[config.mk]
export PLATFORM = sky130hd
export DESIGN_NAME = dns_query_question_parser_unit
export DESIGN_NICKNAME = d
export VERILOG_FILES = /design/src/design/dqqp_pkg.sv /design/src/design/dqqp_parse.sv /design/src/design/dqqp_rsp_queue.sv /design/src/design/dns_query_question_parser_unit.sv
export SDC_FILE = /design/constraint.sdc
export NUM_CORES = 1
export LEC_CHECK = 0
export BUFFER_PORTS_ARGS = -buffer_cell sky130_fd_sc_hd__buf_4
export CAP_MARGIN = 20
export CORE_UTILIZATION = 63
export DETAILED_ROUTE_END_ITERATION = 10
export HOLD_SLACK_MARGIN = 0.15
export PLACE_DENSITY = 0.81
export SYNTH_ARGS = -nofsm -noshare
export SYNTH_HDL_FRONTEND = slang
export SYNTH_HIERARCHICAL = 1
export SYNTH_SLANG_ARGS = --single-unit
export TNS_END_PERCENT = 50
[constraint.sdc]
create_clock -name clock -period 11.97 [get_ports clock]
set_clock_uncertainty 0.1 [all_clocks]
set_input_delay 0.5985 -clock clock [delete_from_list [all_inputs] [get_ports clock]]
set_output_delay 0.5985 -clock clock [all_outputs]
set_load 0.05 [all_outputs]
[src/design/dqqp_pkg.sv]
`timescale 1ns / 1ps
`default_nettype none
// ----------------------------------------------------------------------------
// dqqp_pkg
// Shared types and constants of the DNS query question parser.
// ----------------------------------------------------------------------------
package dqqp_pkg;

   // Header layout: offsets of the last byte of each checked field
   localparam int HDR_ID_END    = 1;
   localparam int HDR_FLAGS_END = 3;
   localparam int HDR_QD_END    = 5;
   localparam int HDR_LAST      = 11;
   localparam int MIN_MSG_BYTES = HDR_LAST + 1 + 5;
   // Span from the name terminator to just past QCLASS
   localparam int TC_SPAN       = 5;

   localparam logic [7:0] DOT_CHAR = 8'h2E;

   localparam int QEND_W = 13;

   // Verdict status codes
   localparam logic [3:0] ST_OK           = 4'd0;
   localparam logic [3:0] ST_TOO_SHORT    = 4'd1;
   localparam logic [3:0] ST_IS_RESPONSE  = 4'd2;
   localparam logic [3:0] ST_BAD_OPCODE   = 4'd3;
   localparam logic [3:0] ST_QDCOUNT      = 4'd4;
   localparam logic [3:0] ST_POINTER      = 4'd5;
   localparam logic [3:0] ST_TOO_MANY     = 4'd6;
   localparam logic [3:0] ST_TRUNCATED    = 4'd7;
   localparam logic [3:0] ST_ROOT         = 4'd8;
   localparam logic [3:0] ST_NO_TYPECLASS = 4'd9;

   // Result queue depth (power of two, at least 4)
   localparam int RSP_DEPTH = 4;
   localparam int RSP_PTR_W = $clog2(RSP_DEPTH);
   localparam int RSP_CNT_W = $clog2(RSP_DEPTH + 1);

   typedef struct packed {
      logic              kind;
      logic [7:0]        name_char;
      logic              is_last;
      logic              accepted;
      logic [3:0]        status;
      logic [15:0]       message_id;
      logic              recursion_desired;
      logic [15:0]       query_type;
      logic [15:0]       query_class;
      logic [QEND_W-1:0] question_end;
   } result_type;

   // Up to two results from one byte, in output order
   typedef struct packed {
      logic [1:0] count;
      result_type first;
      result_type second;
   } push_type;

   function automatic logic [7:0] fold_case(input logic [7:0] b);
      logic upper_ascii;
      logic upper_latin;
      upper_ascii = (b >= 8'h41) && (b <= 8'h5A);
      upper_latin = (b >= 8'hC0) && (b <= 8'hDE) && (b != 8'hD7);
      fold_case   = (upper_ascii || upper_latin) ? (b + 8'h20) : b;
   endfunction

endpackage
`default_nettype wire

[src/design/dqqp_parse.sv]
`timescale 1ns / 1ps
`default_nettype none
// ----------------------------------------------------------------------------
// dqqp_parse
// Running parse state; turns one message byte into name output and verdict.
// ----------------------------------------------------------------------------
module dqqp_parse
   import dqqp_pkg::*;
#(
   parameter int MAX_MESSAGE_BYTES = 4096,
   parameter int MAX_LABELS        = 128
) (
   input  wire logic       clock,
   input  wire logic       reset,
   input  wire logic       go,
   input  wire logic [7:0] byte_value,
   input  wire logic       end_of_message,
   output push_type        push
);

   localparam int POS_W = $clog2(MAX_MESSAGE_BYTES + 1);
   localparam int EO_W  = $clog2(MAX_MESSAGE_BYTES + TC_SPAN);
   localparam int LC_W  = $clog2(MAX_LABELS + 1);

   localparam logic [2:0] PH_HEADER    = 3'd0;
   localparam logic [2:0] PH_LENGTH    = 3'd1;
   localparam logic [2:0] PH_LABEL     = 3'd2;
   localparam logic [2:0] PH_TYPECLASS = 3'd3;
   localparam logic [2:0] PH_DONE      = 3'd4;
   localparam logic [2:0] PH_FAILED    = 3'd5;

   logic [POS_W-1:0] pos_ff,   pos_in;
   logic [2:0]       phase_ff, phase_in;
   logic [15:0]      hw_ff,    hw_in;
   logic [15:0]      id_ff,    id_in;
   logic [15:0]      flags_ff, flags_in;
   logic [5:0]       left_ff,  left_in;
   logic [LC_W-1:0]  lc_ff,    lc_in;
   logic [3:0]       err_ff,   err_in;
   logic [31:0]      tc_ff,    tc_in;
   logic [EO_W-1:0]  eo_ff,    eo_in;

   logic             active;
   logic [LC_W:0]    lc_inc;
   logic             char_valid;
   logic [7:0]       char_value;
   logic [3:0]       status;
   result_type       char_res;
   result_type       verdict;

   always_comb begin
      pos_in     = pos_ff;
      phase_in   = phase_ff;
      hw_in      = hw_ff;
      id_in      = id_ff;
      flags_in   = flags_ff;
      left_in    = left_ff;
      lc_in      = lc_ff;
      err_in     = err_ff;
      tc_in      = tc_ff;
      eo_in      = eo_ff;
      char_valid = 1'b0;
      char_value = DOT_CHAR;
      lc_inc     = {1'b0, lc_ff} + (LC_W + 1)'(1);
      active     = pos_ff < POS_W'(MAX_MESSAGE_BYTES);

      if (active) begin
         pos_in = pos_ff + POS_W'(1);
         unique case (phase_ff)
            PH_HEADER: begin
               hw_in = {hw_ff[7:0], byte_value};
               if (pos_ff == POS_W'(HDR_ID_END)) begin
                  id_in = hw_in;
               end else if (pos_ff == POS_W'(HDR_FLAGS_END)) begin
                  flags_in = hw_in;
                  if (hw_in[15]) begin
                     err_in   = ST_IS_RESPONSE;
                     phase_in = PH_FAILED;
                  end else if (hw_in[14:11] != 4'd0) begin
                     err_in   = ST_BAD_OPCODE;
                     phase_in = PH_FAILED;
                  end
               end else if (pos_ff == POS_W'(HDR_QD_END)) begin
                  if (hw_in != 16'd1) begin
                     err_in   = ST_QDCOUNT;
                     phase_in = PH_FAILED;
                  end
               end
               if (phase_in == PH_HEADER && pos_ff == POS_W'(HDR_LAST)) begin
                  phase_in = PH_LENGTH;
               end
            end
            PH_LENGTH: begin
               if (byte_value == 8'd0) begin
                  if (lc_ff == '0) begin
                     err_in   = ST_ROOT;
                     phase_in = PH_FAILED;
                  end else begin
                     phase_in = PH_TYPECLASS;
                     eo_in    = EO_W'(pos_ff) + EO_W'(TC_SPAN);
                  end
               end else if (byte_value[7:6] != 2'b00) begin
                  err_in   = ST_POINTER;
                  phase_in = PH_FAILED;
               end else begin
                  lc_in = LC_W'(lc_inc);
                  if (lc_inc > (LC_W + 1)'(MAX_LABELS)) begin
                     err_in   = ST_TOO_MANY;
                     phase_in = PH_FAILED;
                  end else begin
                     // separator before every label but the first
                     char_valid = (lc_ff != '0);
                     char_value = DOT_CHAR;
                     left_in    = byte_value[5:0];
                     phase_in   = PH_LABEL;
                  end
               end
            end
            PH_LABEL: begin
               char_valid = 1'b1;
               char_value = fold_case(byte_value);
               left_in    = left_ff - 6'd1;
               if (left_in == 6'd0) begin
                  phase_in = PH_LENGTH;
               end
            end
            PH_TYPECLASS: begin
               tc_in = {tc_ff[23:0], byte_value};
               if (EO_W'(pos_ff) + EO_W'(1) == eo_ff) begin
                  phase_in = PH_DONE;
               end
            end
            default: begin
            end
         endcase
      end
   end

   // Verdict from the state after this byte
   always_comb begin
      if (pos_in < POS_W'(MIN_MSG_BYTES)) begin
         status = ST_TOO_SHORT;
      end else if (err_in != 4'd0) begin
         status = err_in;
      end else if (phase_in == PH_DONE) begin
         status = ST_OK;
      end else if (phase_in == PH_LABEL) begin
         status = ST_TRUNCATED;
      end else if (phase_in == PH_LENGTH && lc_in == '0) begin
         status = ST_ROOT;
      end else begin
         status = ST_NO_TYPECLASS;
      end

      verdict           = '0;
      verdict.kind      = 1'b1;
      verdict.is_last   = 1'b1;
      verdict.status    = status;
      if (status == ST_OK) begin
         verdict.accepted          = 1'b1;
         verdict.message_id        = id_in;
         verdict.recursion_desired = flags_in[8];
         verdict.query_type        = tc_in[31:16];
         verdict.query_class       = tc_in[15:0];
         verdict.question_end      = QEND_W'(eo_in);
      end

      char_res           = '0;
      char_res.name_char = char_value;

      push = '0;
      if (go) begin
         if (char_valid && end_of_message) begin
            push.count  = 2'd2;
            push.first  = char_res;
            push.second = verdict;
         end else if (char_valid) begin
            push.count = 2'd1;
            push.first = char_res;
         end else if (end_of_message) begin
            push.count = 2'd1;
            push.first = verdict;
         end
      end
   end

   always_ff @(posedge clock) begin
      if (reset || (go && end_of_message)) begin
         pos_ff   <= '0;
         phase_ff <= PH_HEADER;
         hw_ff    <= '0;
         id_ff    <= '0;
         flags_ff <= '0;
         left_ff  <= '0;
         lc_ff    <= '0;
         err_ff   <= '0;
         tc_ff    <= '0;
         eo_ff    <= '0;
      end else if (go) begin
         pos_ff   <= pos_in;
         phase_ff <= phase_in;
         hw_ff    <= hw_in;
         id_ff    <= id_in;
         flags_ff <= flags_in;
         left_ff  <= left_in;
         lc_ff    <= lc_in;
         err_ff   <= err_in;
         tc_ff    <= tc_in;
         eo_ff    <= eo_in;
      end
   end

endmodule
`default_nettype wire

[src/design/dqqp_rsp_queue.sv]
`timescale 1ns / 1ps
`default_nettype none
// ----------------------------------------------------------------------------
// dqqp_rsp_queue
// Small result queue: takes up to two results a cycle, gives one when out_ready.
// ----------------------------------------------------------------------------
module dqqp_rsp_queue
   import dqqp_pkg::*;
(
   input  wire logic      clock,
   input  wire logic      reset,
   input  wire push_type  push,
   output logic           room,
   output logic           out_valid,
   input  wire logic      out_ready,
   output result_type     out_data
);

   result_type           slot_ff [RSP_DEPTH];
   logic [RSP_PTR_W-1:0] head_ff, head_in;
   logic [RSP_PTR_W-1:0] tail_ff, tail_in;
   logic [RSP_CNT_W-1:0] count_ff, count_in;
   logic                 pop;
   logic [RSP_PTR_W-1:0] tail_next;

   assign out_valid = (count_ff != '0);
   assign out_data  = slot_ff[head_ff];
   assign pop       = out_valid && out_ready;
   // room for the worst case of two results
   assign room      = (count_ff <= RSP_CNT_W'(RSP_DEPTH - 2));
   assign tail_next = tail_ff + RSP_PTR_W'(1);

   always_comb begin
      head_in  = pop ? head_ff + RSP_PTR_W'(1) : head_ff;
      tail_in  = tail_ff + RSP_PTR_W'(push.count);
      count_in = count_ff + RSP_CNT_W'(push.count) - RSP_CNT_W'(pop);
   end

   always_ff @(posedge clock) begin
      if (push.count != 2'd0) begin
         slot_ff[tail_ff] <= push.first;
      end
      if (push.count == 2'd2) begin
         slot_ff[tail_next] <= push.second;
      end
   end

   always_ff @(posedge clock) begin
      if (reset) begin
         head_ff  <= '0;
         tail_ff  <= '0;
         count_ff <= '0;
      end else begin
         head_ff  <= head_in;
         tail_ff  <= tail_in;
         count_ff <= count_in;
      end
   end

endmodule
`default_nettype wire

[src/design/dns_query_question_parser_unit.sv]
`timescale 1ns / 1ps
`default_nettype none
// ----------------------------------------------------------------------------
// dns_query_question_parser_unit
// Streaming DNS query checker and question-name extractor.
// ----------------------------------------------------------------------------
// Feed a DNS message one byte per request, with req_tlast on its final byte.
// The unit checks the 12-byte header (QR clear, OPCODE zero, QDCOUNT one),
// walks the question name and returns each name byte lowercased (A-Z and
// Latin-1 0xC0-0xDE except 0xD7), with a dot between labels, as a result with
// rsp_tuser low. The final byte yields one verdict result (rsp_tuser and
// rsp_tlast high) carrying status, ID, RD, QTYPE, QCLASS and the offset just
// past QCLASS; those header fields read zero unless the status is ok, and
// name bytes already returned are only meaningful when it is. A message under
// 17 bytes always reports too_short; otherwise the first fault in byte order
// wins. Bytes past the question, and past MAX_MESSAGE_BYTES, are ignored.
// Throughput is one byte per cycle: each byte is taken into an input register
// and processed by the parse stage; results go into a four-entry queue, and
// the input stalls only when that queue cannot take two results (a name
// byte that also ends the message gives two, which then drain one per cycle
// while rsp_tready is high).
// ----------------------------------------------------------------------------
module dns_query_question_parser_unit
   import dqqp_pkg::*;
#(
   parameter int MAX_MESSAGE_BYTES = 4096,
   parameter int MAX_LABELS        = 128
) (
   input  wire logic        clock,
   input  wire logic        reset,
   // request channel
   input  wire logic        req_tvalid,
   output logic             req_tready,
   input  wire logic [7:0]  req_tdata,   // [7:0] byte_value
   input  wire logic        req_tlast,   // end_of_message
   // result channel
   output logic             rsp_tvalid,
   input  wire logic        rsp_tready,
   output logic [79:0]      rsp_tdata,   // [7:0] name_char, [8] accepted,
                                         // [12:9] status, [28:13] message_id,
                                         // [29] recursion_desired,
                                         // [45:30] query_type,
                                         // [61:46] query_class,
                                         // [74:62] question_end, rest zero
   output logic             rsp_tlast,   // is_last
   output logic [0:0]       rsp_tuser    // [0] kind
);

   // input register
   logic       in_valid_ff, in_valid_in;
   logic [7:0] in_byte_ff;
   logic       in_last_ff;

   logic       room;
   logic       stage_go;
   logic       req_take;
   push_type   push;
   result_type head;

   // Advance the held byte only when the queue can absorb its results
   assign stage_go   = in_valid_ff && room;
   assign req_tready = !in_valid_ff || stage_go;
   assign req_take   = req_tvalid && req_tready;

   always_comb begin
      if (req_take) begin
         in_valid_in = 1'b1;
      end else if (stage_go) begin
         in_valid_in = 1'b0;
      end else begin
         in_valid_in = in_valid_ff;
      end
   end

   always_ff @(posedge clock) begin
      if (reset) begin
         in_valid_ff <= 1'b0;
      end else begin
         in_valid_ff <= in_valid_in;
      end
   end

   // Hold payload until the stage takes it
   always_ff @(posedge clock) begin
      if (req_take) begin
         in_byte_ff <= req_tdata;
         in_last_ff <= req_tlast;
      end
   end

   dqqp_parse #(
      .MAX_MESSAGE_BYTES (MAX_MESSAGE_BYTES),
      .MAX_LABELS        (MAX_LABELS)
   ) u_parse (
      .clock          (clock),
      .reset          (reset),
      .go             (stage_go),
      .byte_value     (in_byte_ff),
      .end_of_message (in_last_ff),
      .push           (push)
   );

   dqqp_rsp_queue u_queue (
      .clock     (clock),
      .reset     (reset),
      .push      (push),
      .room      (room),
      .out_valid (rsp_tvalid),
      .out_ready (rsp_tready),
      .out_data  (head)
   );

   // Pack the head result onto the bus
   assign rsp_tdata = {5'd0,
                       head.question_end,
                       head.query_class,
                       head.query_type,
                       head.recursion_desired,
                       head.message_id,
                       head.status,
                       head.accepted,
                       head.name_char};
   assign rsp_tlast = head.is_last;
   assign rsp_tuser = head.kind;

endmodule
`default_nettype wire
==> metrics.cfg <==
[global_routing]
grt_pass1_wl_um=87500
grt_max_degree=81
antenna_found_initial=0
track_usage_pct=29.5
overflow=0
grt_pass1_vias=15700

[sta]
rsz0062_at_grt=no
hold_viol_final=0
tns_ns=0
worst_pin_slew_ns=1.07
timing.fmax_mhz=167
finalCritPeriodShare_pct=50.0
slew_headroom_pct=28.6
setup_viol=0
finalWorstPathRequiredPeriod_ns=5.99
drv_slew=0

[yosys]
synthFlopType=edfxtp_1
synth-seq-area-share_pct=50.6
netlist_instances=1887
yosysWarnings=6
synth_edf_count=317
ys_types=87
async_reset_ff_share_pct=0
syn_avg_cell_area_sq_um=12.4
synth_top_cells_by_area=edfxtp_1, mux2_2, dfxtp_1
synth_top_area_share_pct=40.8
yosysMostFrequentCell=edfxtp_1
synthTopCellsByCount=edfxtp_1, mux2_2, nor2_1
netlist_area_sq_mm=0.0233
yosysTopAreaCell=edfxtp_1
ys_ff_latch=431

[floorplan]
fp.dieH_um=194
initial_utilization_pct=63.9
die-area_sq_mm=0.0378
ios=97
coreArea_sq_mm=0.0365
num_rows=70
die_x_um=194

[worst_setup_path]
r2r_setup_slack_ns=5.98
cp_common_cell=nand3_1
reg2reg_depth=14
slowest_stage=nand3_4
path_class=register to register
crit_end=u_queue/slot_ff[0][32]$_DFFE_PP_
crit_path_start_kind=register
crit_path_end_kind=register
cp_num_buf_inv=0
critPathMaxFanout=63
crit_path_start=u_parse/pos_ff[0]$_SDFFE_PP0P_
path_cells=ha_1, nand3_1, nor2_1, nand3_1, ha_1, xnor2_1, nand3_1, a2111oi_0, nand3_1, a211oi_1, o21a_2, nand3_4, nor2_1, mux2_2
reg2reg_to=u_queue/slot_ff[0][32]$_DFFE_PP_
crit_required_ns=12.29
critPathMaxStageDelay_ns=0.75
path_depth=14
r2r_start=u_parse/pos_ff[0]$_SDFFE_PP0P_
cp.arrival_ns=6.31
crit_family=simple AND/OR/NAND/NOR gates

[drt]
routed_via_density=6.36
drc=0
firstDrtPassIters=6
met3_length_um=3500
wl_met2_um=27500
highest_layer=met4
dr_total_vias=15400
drt-met1-wl_um=23300
drt_iter0_drc=1446
drt_wl_total_um=55500
wl_per_cell_um=23.0
antenna_left=0

[finish]
areaGrowthSynthToFinish_pct=9.68
drive_gt1_share_pct=29.4
nNetsFinal=1941
final_area_sq_mm=0.0256
final.fill_count=2519
instances_no_fill=2415
num_antenna_cells=0

[placement]
place_inst=2322
globalplace.congestion=0.898
dpl-instance-area_sq_mm=0.0240
port_buffers=91
place_hpwl_um=33000

[status]
outcome=finished, final reports clean

[flow_run]
maxCapViolCount=0

[pwr]
swShare_pct=31.4
pwr-share-comb_pct=24.2
power_frac_seq_pct=42.0
total_power_mw=4.15
p_leak_nw=8.71
pwr-share-clk_pct=33.8
vdd_drop_max_v=0.000119
p_int_mw=2.85
p_sw_mw=1.30
p_per_area_mw_per_mm2=162

[cts]
htree_levels=2
numCtsBuffers=45
clockRootBuffer=clkbuf_16
cts_tree=built
clk_pin_slew_ns=0.06
clkSinkCount=431
cts_setup_buffers=0
clockBufferDepth=3
insertion_delay_ns=0.55

[worst_hold_path]
worstHoldPathType=primary input to register

==> area by class of cell <==
cell class	count	area, sq um	share of cell area [%]
repair buffers	122	958	3.75
multi-input cells	1282	10600	41.6
inverters	29	109	0.425
well taps	468	586	2.29
clock buffers	69	1320	5.16
flip-flops and latches	431	11800	46.2
clock inverters	14	160	0.626
==> through the flow <==
step / hold slack, ns / util, % / worst slack [ns]
finish: 0.219 / 70.0 / 5.98
CTS: 0.197 / 70.0 / 6.03
global route: 0.213 / 70.0 / 5.50
detailed placement: 0.346 / 65.7 / 6.10
global placement: 0.337 / 65.7 / 6.15
floorplan: 0.331 / - / 2.90
==> power groups by stage <==
| stage | sequential (mW) | combinational [mW] | clock, mW |
|---|---|---|---|
| CTS | 1.74 | 1.01 | 1.42 |
| global route | 1.75 | 1.05 | 1.47 |
| finish | 1.74 | 1.00 | 1.40 |
| global placement | 1.77 | 0.997 | 0 |
| floorplan | 1.71 | 0.794 | 0 |
| detailed placement | 1.78 | 1.00 | 0 |
==> metal layers <==
layer,GRT usage [%],vias to the layer above
met4,8.44,0
met3,3.99,91
li1,-,7034
met1,39.5,7647
met2,50.5,589
met5,0,-
==> cell families (layout without fill, tap and decap cells) <==
group	count (synthesis)	after routing	share of synthesized area, %
other	2	13	0.0322
adder cells (fa/ha/maj)	17	17	0.944
AND/OR/NAND/NOR	542	542	10.8
XOR/XNOR	48	48	1.98
flip-flops	431	431	50.6
multiplexers	447	447	25.8
AO/OA/AOI/OAI	215	215	5.60
buffers and inverters	185	234	4.26
==> tightest hold or removal path, cell delays in order <==
cell and delay, ns:
buf_4 0.08, inv_1 0.04, a21oi_2 0.10
==> layout by cell type, fill, tap and decap left out, drive strengths merged, types with 17 or more instances in the layout <==
cell	count
nor3	17
xor2	18
dfxtp	114
a21oi	108
inv	30
clkbuf	69
a211oi	17
nor2	232
buf	113
nand3	34
mux4	77
xnor2	27
mux2	311
o21ai	32
nand2	145
edfxtp	317
mux2i	59
==> sequential cells by signal (all words and copies together), names as in the netlist, named ones only <==
| signal | flops |
|---|---|
| in_byte_ff | 8 |
| in_last_ff | 1 |
| in_valid_ff | 1 |
| u_parse/eo_ff | 13 |
| u_parse/err_ff | 4 |
| u_parse/flags_ff | 1 |
| u_parse/hw_ff | 8 |
| u_parse/id_ff | 16 |
| u_parse/lc_ff | 8 |
| u_parse/left_ff | 6 |
| u_parse/phase_ff | 3 |
| u_parse/pos_ff | 13 |
| u_parse/tc_ff | 32 |
| u_queue/count_ff | 3 |
| u_queue/head_ff | 2 |
| u_queue/slot_ff | 308 |
| u_queue/tail_ff | 2 |
==> how the worst min path moves through the flow <==
| stage | slack [ns] | start | to | cells after the start |
|---|---|---|---|---|
| detailed placement | 0.35 | u_parse/id_ff[12]$_SDFFE_PP0P_ | u_parse/id_ff[12]$_SDFFE_PP0P_ | 2 |
| finish | 0.22 | req_tvalid | in_valid_ff$_SDFFE_PP0P_ | 3 |
| global placement | 0.34 | u_parse/id_ff[13]$_SDFFE_PP0P_ | u_parse/id_ff[13]$_SDFFE_PP0P_ | 2 |
| floorplan | 0.33 | u_parse/id_ff[10]$_SDFFE_PP0P_ | u_parse/id_ff[10]$_SDFFE_PP0P_ | 2 |
| CTS | 0.20 | req_tvalid | in_valid_ff$_SDFFE_PP0P_ | 3 |
| global route | 0.21 | req_tvalid | in_valid_ff$_SDFFE_PP0P_ | 3 |
==> repair_timing <==
item,CTS,global route
endpoints found under the hold margin,9,0
resized for setup,0,0
hold buffers,9,0
No activity file was read; power rests on OpenSTA's default activity.
